## config.mk

```make
export PLATFORM = sky130hd
export DESIGN_NAME = sgb_cell
export DESIGN_NICKNAME = d
export VERILOG_FILES = /design/src/hw/rtl/sgb_pkg.sv /design/src/hw/rtl/sgb_cell.sv
export SDC_FILE = /design/constraint.sdc
export NUM_CORES = 2
export LEC_CHECK = 0
export BUFFER_PORTS_ARGS = -buffer_cell sky130_fd_sc_hd__clkbuf_2
export CORE_ASPECT_RATIO = 1.5
export CORE_MARGIN = 10
export CORE_UTILIZATION = 65
export DETAILED_ROUTE_END_ITERATION = 8
export PLACE_DENSITY_LB_ADDON = 0.15
export SLEW_MARGIN = 10
export SYNTH_ARGS = -nofsm -noshare
export SYNTH_HDL_FRONTEND = slang
export SYNTH_SLANG_ARGS = --single-unit
```

## constraint.sdc

```tcl
create_clock -name clk -period 12.78 [get_ports clk]
set_clock_uncertainty 0.2 [all_clocks]
set_input_delay 1.917 -clock clk [delete_from_list [all_inputs] [get_ports clk]]
set_output_delay 1.917 -clock clk [all_outputs]
set_load 0.05 [all_outputs]
```

## src/hw/rtl/sgb_pkg.sv

```systemverilog
// ----------------------------------------------------------------------------
// Sliding Goertzel bin monitor package
// Shared widths, register indexes, state types and the CORDIC angle table.
// ----------------------------------------------------------------------------
package sgb_pkg;

  localparam int DEF_MAX_WINDOW  = 4096;
  localparam int DEF_BIN_SLOTS   = 4;
  localparam int DEF_SAMPLE_BITS = 16;

  localparam int MIN_WINDOW = 16;
  localparam int WL_W       = 13;
  localparam int BC_W       = 3;
  localparam int TW_W       = 36;
  localparam int TW_HALF    = 18;
  localparam int TW_REGS    = 4;
  localparam int CFG_IDX_W  = 3;
  localparam int CFG_DATA_W = 36;

  localparam int RES_W   = 40;
  localparam int PROD_W  = RES_W + TW_HALF;
  localparam int RE_W    = 44;
  localparam int SQ_IN_W = 31;
  localparam int SQ_W    = 64;
  localparam int CX_W    = 46;
  localparam int Z_W     = 18;
  localparam int MAG_W   = 16;
  localparam int PH_W    = 16;
  localparam int BIN_W   = 2;
  localparam int CNT_W   = 4;

  localparam int CORDIC_STEPS = 15;

  localparam logic [WL_W-1:0] WL_RESET = 13'd4096;
  localparam logic [BC_W-1:0] BC_RESET = 3'd1;
  localparam logic [TW_W-1:0] TW_RESET = 36'h4_0000_0000;

  typedef enum logic [CFG_IDX_W-1:0] {
    REG_WINDOW = 3'd0,
    REG_BINS   = 3'd1,
    REG_TW0    = 3'd2,
    REG_TW1    = 3'd3,
    REG_TW2    = 3'd4,
    REG_TW3    = 3'd5
  } sgb_reg_t;

  typedef enum logic [2:0] {
    ST_CLEAR,
    ST_IDLE,
    ST_READ,
    ST_CHAIN,
    ST_POST_START,
    ST_POST_WAIT,
    ST_EMIT
  } sgb_state_t;

  typedef enum logic [2:0] {
    CS_IDLE,
    CS_UPDATE,
    CS_RE_MUL,
    CS_RE,
    CS_IM
  } sgb_cell_step_t;

  typedef enum logic [2:0] {
    PS_IDLE,
    PS_SQ_A,
    PS_SQ_B,
    PS_SQRT,
    PS_DIV,
    PS_DONE
  } sgb_post_step_t;

  typedef struct packed {
    logic                    valid;
    logic signed [RES_W-1:0] d;
  } sgb_link_t;

  typedef struct packed {
    logic [MAG_W-1:0] mag;
    logic [PH_W-1:0]  phase;
  } sgb_post_res_t;

  function automatic logic [Z_W-1:0] cordic_angle(input logic [CNT_W-1:0] idx);
    logic [Z_W-1:0] a;
    unique case (idx)
      4'd0:    a = 18'd8192;
      4'd1:    a = 18'd4836;
      4'd2:    a = 18'd2555;
      4'd3:    a = 18'd1297;
      4'd4:    a = 18'd651;
      4'd5:    a = 18'd326;
      4'd6:    a = 18'd163;
      4'd7:    a = 18'd81;
      4'd8:    a = 18'd41;
      4'd9:    a = 18'd20;
      4'd10:   a = 18'd10;
      4'd11:   a = 18'd5;
      4'd12:   a = 18'd3;
      4'd13:   a = 18'd1;
      4'd14:   a = 18'd1;
      default: a = 18'd0;
    endcase
    return a;
  endfunction

endpackage

```

## src/hw/rtl/sgb_cell.sv

```systemverilog
// ----------------------------------------------------------------------------
// Resonator cell
// One Goertzel resonator with a shared multiplier; updates on the comb value
// from its neighbour, hands it on, then forms the real and imaginary parts.
// ----------------------------------------------------------------------------
module sgb_cell (
  input  logic                                clk,
  input  logic                                rst_n,
  input  logic signed [sgb_pkg::TW_HALF-1:0]  cos_i,
  input  logic signed [sgb_pkg::TW_HALF-1:0]  sin_i,
  input  sgb_pkg::sgb_link_t                  link_i,
  output sgb_pkg::sgb_link_t                  link_o,
  output logic                                busy_o,
  output logic signed [sgb_pkg::RE_W-1:0]     re_o,
  output logic signed [sgb_pkg::RE_W-1:0]     im_o
);
  import sgb_pkg::*;

  sgb_cell_step_t          step_r, step_nxt;
  logic signed [RES_W-1:0]  prev_r, prev2_r, d_r, ld_r;
  logic                     lvalid_r;
  logic signed [PROD_W-1:0] prod_r, prod, rnd15, rnd16;
  logic signed [PROD_W:0]   s0_full, re_full;
  logic signed [TW_HALF-1:0] coef;
  logic signed [RES_W-1:0]  opnd;
  logic signed [RE_W-1:0]   re_r, im_r;

  always_comb begin
    step_nxt = step_r;
    coef     = cos_i;
    opnd     = prev_r;
    unique case (step_r)
      CS_IDLE:   if (link_i.valid) step_nxt = CS_UPDATE;
      CS_UPDATE: step_nxt = CS_RE_MUL;
      CS_RE_MUL: begin
        opnd     = prev2_r;
        step_nxt = CS_RE;
      end
      CS_RE: begin
        coef     = sin_i;
        opnd     = prev2_r;
        step_nxt = CS_IM;
      end
      CS_IM:     step_nxt = CS_IDLE;
      default:   step_nxt = CS_IDLE;
    endcase
  end

  assign prod    = coef * opnd;
  assign rnd15   = (prod_r + PROD_W'(1 << 14)) >>> 15;
  assign rnd16   = (prod_r + PROD_W'(1 << 15)) >>> 16;
  assign s0_full = d_r + rnd15 - prev2_r;
  assign re_full = prev_r - rnd16;

  always_ff @(posedge clk) begin
    if (!rst_n) begin
      step_r   <= CS_IDLE;
      lvalid_r <= 1'b0;
      prev_r   <= '0;
      prev2_r  <= '0;
    end else begin
      step_r   <= step_nxt;
      lvalid_r <= (step_r == CS_UPDATE);
      if (step_r == CS_UPDATE) begin
        prev2_r <= prev_r;
        prev_r  <= s0_full[RES_W-1:0];
      end
    end
  end

  always_ff @(posedge clk) begin
    prod_r <= prod;
    ld_r   <= d_r;
    if (step_r == CS_IDLE && link_i.valid) begin
      d_r <= link_i.d;
    end
    if (step_r == CS_RE) begin
      re_r <= re_full[RE_W-1:0];
    end
    if (step_r == CS_IM) begin
      im_r <= rnd16[RE_W-1:0];
    end
  end

  assign link_o = '{valid: lvalid_r, d: ld_r};
  assign busy_o = (step_r != CS_IDLE);
  assign re_o   = re_r;
  assign im_o   = im_r;

endmodule

```

==> results.md <==
| Metric | This run | Unit |
|:---|:---|:---|
| Kind of capture point of the worst setup path | flop | - |
| Run status | complete, no violations | - |
| Synthesized net count | 5440 | - |
| DR vias | 31400 | - |
| Die width | 221 | microns |
| Final hold viol count | 0 | - |
| TritonCTS clock tree | yes | - |
| Root Driver | sky130_fd_sc_hd__clkbuf_16 | - |
| Filler cells | 4914 | - |
| Final weighted congestion in routability-driven placement | 0.998 | - |
| Number of cells upsized or downsized after cts | 0 | - |
| Area share of the largest cell type after synthesis | 0.366 | - |
| Area used by sequential logic in the layout | 7120 | sq um |
| Compound-cell area share of the yosys netlist | 0.0855 | - |
| Final layout net count | 5561 | - |
| Arithmetic-cell share of the synthesized area counting full adders, half adders and majority gates | 0.434 | - |
| Top area cells in the synthesized netlist | sky130_fd_sc_hd__fa_1 37%, sky130_fd_sc_hd__edfxtp_1 9.5%, sky130_fd_sc_hd__inv_1 8.6% | - |
| Clock buffers created by TritonCTS | 26 | - |
| Count of yosys warnings during synthesis | 0 | - |
| Multiplexer fraction of the synthesized cell area | 0.00552 | - |
| Clk pin slew, worst setup/hold paths | 0.07 | ns |
| Area inside the core boundary | 60000 | sq um |
| Sort of element at the start of the critical path | flop | - |
| Remaining antenna violation count after routing | 0 | - |
| Starting density of the core | 0.657 | - |
| Required time of the critical path | 13.02 | ns |
| Async set or reset register ratio after synthesis | 0 | - |
| Remaining Overflow, GRT | 0 | - |
| CTS max path bufs | 3 | - |
| Count of unique library cells instantiated by Yosys | 70 | - |
| Remaining design rule violation count | 0 | - |
| Area enclosed by the die boundary | 71100 | sq um |
| Depth of the worst register-to-register path | 26 | - |
| CTS sink count | 293 | - |
| Number of antenna violations at the first check in global routing | 0 | - |
| DR vias/cell | 5.87 | - |
| Total I/O pin count | 209 | - |
| Fraction of the yosys area taken by sequential cells | 0.181 | - |
| Slew @ Worst Pin | 1.38 | ns |
| Multi-input gate area in the final layout | 28300 | sq um |
| I/O Buffers | 208 | - |
| Area fraction in and, or, nand and nor cells after synthesis | 0.145 | - |
| DR WL/cell | 22.4 | microns |
| Synthesis-to-layout area growth | 6.97 | % |
| Post-CTS setup buffer count | 0 | - |
| Main flop type after synthesis | sky130_fd_sc_hd__dfxtp_1 | - |
| Kind of path behind the tightest hold check | reg -> reg | - |
| Max Freq | 0.102 | GHz |
| Tmin final | 9.83 | ns |
| Maximum number of pins on one net before global-route repair | 84 | - |
| Share of the clock period used by the worst path after layout | 0.769 | - |
| Number of synthesized flops with an enable pin | 125 | - |
| Flop2flop setup slack | 2.95 | ns |
| Clock latency at the later pin of the worst-skew pair | 0.55 | ns |
| Launch point of the worst reg-to-reg path | step_r[1] | - |
| Data arrival time of the critical path | 10.07 | ns |
| Setup repair after global routing missed its margin | false | - |
| Capture point of the critical path | prod_r[32] | - |
| Top cell types by occurrence after synthesis | 906 x sky130_fd_sc_hd__inv_1, 804 x sky130_fd_sc_hd__nand2_1, 720 x sky130_fd_sc_hd__fa_1 | - |
| Count of mapped cells out of synthesis | 4425 | - |
| HPWL Detailed | 95000 | microns |
| Worst setup path startpoint | step_r[1] | - |
| Average size of a mapped cell | 8.91 | sq um |
| First-pass detailed-route iteration total | 6 | - |
| Headroom to the max-slew limit | 0.0798 | - |
| Row count | 110 | - |
| CTS Hold Bufs | 0 | - |
| Count of max-cap constraint violations | 0 | - |
| Number of design-rule violations left by the first detailed-router iteration | 2949 | - |
| Fraction of synthesized cell area in xor and xnor cells | 0.0451 | - |
| Crit Reg-Reg Endpoint | prod_r[32] | - |
| Critical path fanouts, max | 45 | - |
| Startpoint-to-endpoint class of the critical path | reg -> reg | - |
| Most area-hungry cell type in the Yosys netlist | sky130_fd_sc_hd__fa_1 | - |
| Cell Area, Synth | 39400 | sq um |
| Number of antenna repair diodes | 0 | - |
| Count of pins over their slew limit | 0 | - |
| Vias in the first global route | 33000 | - |
| Library cell with the highest instance count after synthesis | sky130_fd_sc_hd__inv_1 | - |
| Total wire length after detailed routing | 120000 | microns |
| H-tree level count | 1 | - |
| Seq cells post-synth | 293 | - |
| Height of the chip | 322 | microns |
| Largest family of logic cells by synthesized area | adder cells | - |
| Ratio of cells with drive above 1 in the final layout | 0.0782 | - |
| Global-route wire length before repair | 187000 | microns |
| Overall routing resource usage | 0.340 | - |
| Total negative slack for setup checks | 0 | ns |
| Final setup violation count | 0 | - |
## state kept, by name (all words and copies together) (netlist names)
| name | count |
|---|---|
| d_r | 40 |
| im_o | 42 |
| ld_r | 40 |
| lvalid_r | 1 |
| prev2_r | 40 |
| prev_r | 40 |
| prod_r | 44 |
| re_o | 43 |
| step_r | 3 |
## cell type report
cell class,count,area share
clock buffers,33,0.0170
well taps,784,0.0233
inverters,908,0.0808
repair buffers,266,0.0350
clock inverters,15,0.00309
flip-flops and latches,293,0.169
multi-input cells,3051,0.672
## worst min path at each step
stage	slack (ns)	cells after the start	to	start
after floorplan	0.15	0	ld_r[0]	d_r[0]
after global placement	0.19	0	ld_r[39]	d_r[39]
after detailed placement	0.19	0	ld_r[0]	d_r[0]
after CTS	0.21	0	ld_r[0]	d_r[0]
after global routing	0.22	0	ld_r[0]	d_r[0]
final	0.21	0	ld_r[39]	d_r[39]
## logic make-up (layout without fill, tap and decap cells)
family / Yosys count / after routing
AO/OA/AOI/OAI: 530 / 530
XOR/XNOR: 203 / 203
adder cells (fa/ha/maj): 936 / 936
buffers and inverters: 1081 / 1222
flip-flops: 293 / 293
multiplexers: 21 / 21
AND/OR/NAND/NOR: 1361 / 1361
## stage by stage
stage | area, sq um | setup slack [ns] | cells | hold WS [ns] | util
2_1_floorplan | 39400 | 4.08 | 4425 | 0.155 | -
3_3_place_gp | 41300 | 3.21 | 5302 | 0.192 | 0.688
3_5_place_dp | 41300 | 3.09 | 5302 | 0.195 | 0.688
4_1_cts | 42200 | 3.17 | 5350 | 0.211 | 0.703
5_1_grt | 42200 | 2.63 | 5350 | 0.218 | 0.703
6_report | 42200 | 2.95 | 5350 | 0.206 | 0.703
## per-layer routing
| metal | vias to the layer above | track usage | part of all wire | wire length, microns |
|---|---|---|---|---|
| met1 | 15500 | 0.414 | 0.36 | 43200 |
| met2 | 1732 | 0.569 | 0.48 | 57400 |
| li1 | 13800 | - | - | - |
| met4 | 0 | 0.201 | 0.071 | 8520 |
| met5 | - | 0 | 0 | 0 |
| met3 | 439 | 0.0485 | 0.087 | 10400 |
## placed cells by master (no fill, tap or decap), types with 56 or more instances in the layout
master	count
sky130_fd_sc_hd__a21oi_1	179
sky130_fd_sc_hd__fa_1	720
sky130_fd_sc_hd__xnor2_1	123
sky130_fd_sc_hd__xor2_1	80
sky130_fd_sc_hd__a21o_1	90
sky130_fd_sc_hd__clkbuf_2	208
sky130_fd_sc_hd__nor2_1	295
sky130_fd_sc_hd__inv_1	905
sky130_fd_sc_hd__nand3_1	56
sky130_fd_sc_hd__nand2_1	799
sky130_fd_sc_hd__edfxtp_1	125
sky130_fd_sc_hd__o21ai_0	85
sky130_fd_sc_hd__ha_1	216
sky130_fd_sc_hd__buf_4	58
sky130_fd_sc_hd__dfxtp_1	168
## worst max-delay path, stage by stage, from the launching register on
cell	delay (ns)
sky130_fd_sc_hd__dfxtp_1	0.56
sky130_fd_sc_hd__nand3b_2	0.11
sky130_fd_sc_hd__buf_4	0.30
sky130_fd_sc_hd__inv_2	0.31
sky130_fd_sc_hd__buf_4	0.57
sky130_fd_sc_hd__nand2_1	0.16
sky130_fd_sc_hd__nand2_2	0.75
sky130_fd_sc_hd__nand2_1	0.20
sky130_fd_sc_hd__fa_1	0.56
sky130_fd_sc_hd__inv_1	0.06
sky130_fd_sc_hd__fa_1	0.48
sky130_fd_sc_hd__fa_1	0.52
sky130_fd_sc_hd__inv_1	0.10
sky130_fd_sc_hd__fa_1	0.49
sky130_fd_sc_hd__fa_1	0.51
sky130_fd_sc_hd__fa_1	0.50
sky130_fd_sc_hd__inv_1	0.04
sky130_fd_sc_hd__ha_1	0.38
sky130_fd_sc_hd__nand4_1	0.13
sky130_fd_sc_hd__nor2_1	0.17
sky130_fd_sc_hd__nand3_1	0.09
sky130_fd_sc_hd__o211ai_1	0.87
sky130_fd_sc_hd__o21ai_1	0.19
sky130_fd_sc_hd__o21ai_0	0.72
sky130_fd_sc_hd__nand3_1	0.25
sky130_fd_sc_hd__o21a_1	0.25
sky130_fd_sc_hd__xnor2_1	0.12
Power is left out: the tool's default activity adds up to more than one toggle a clock period on the data nets, which glitch-free logic cannot reach.
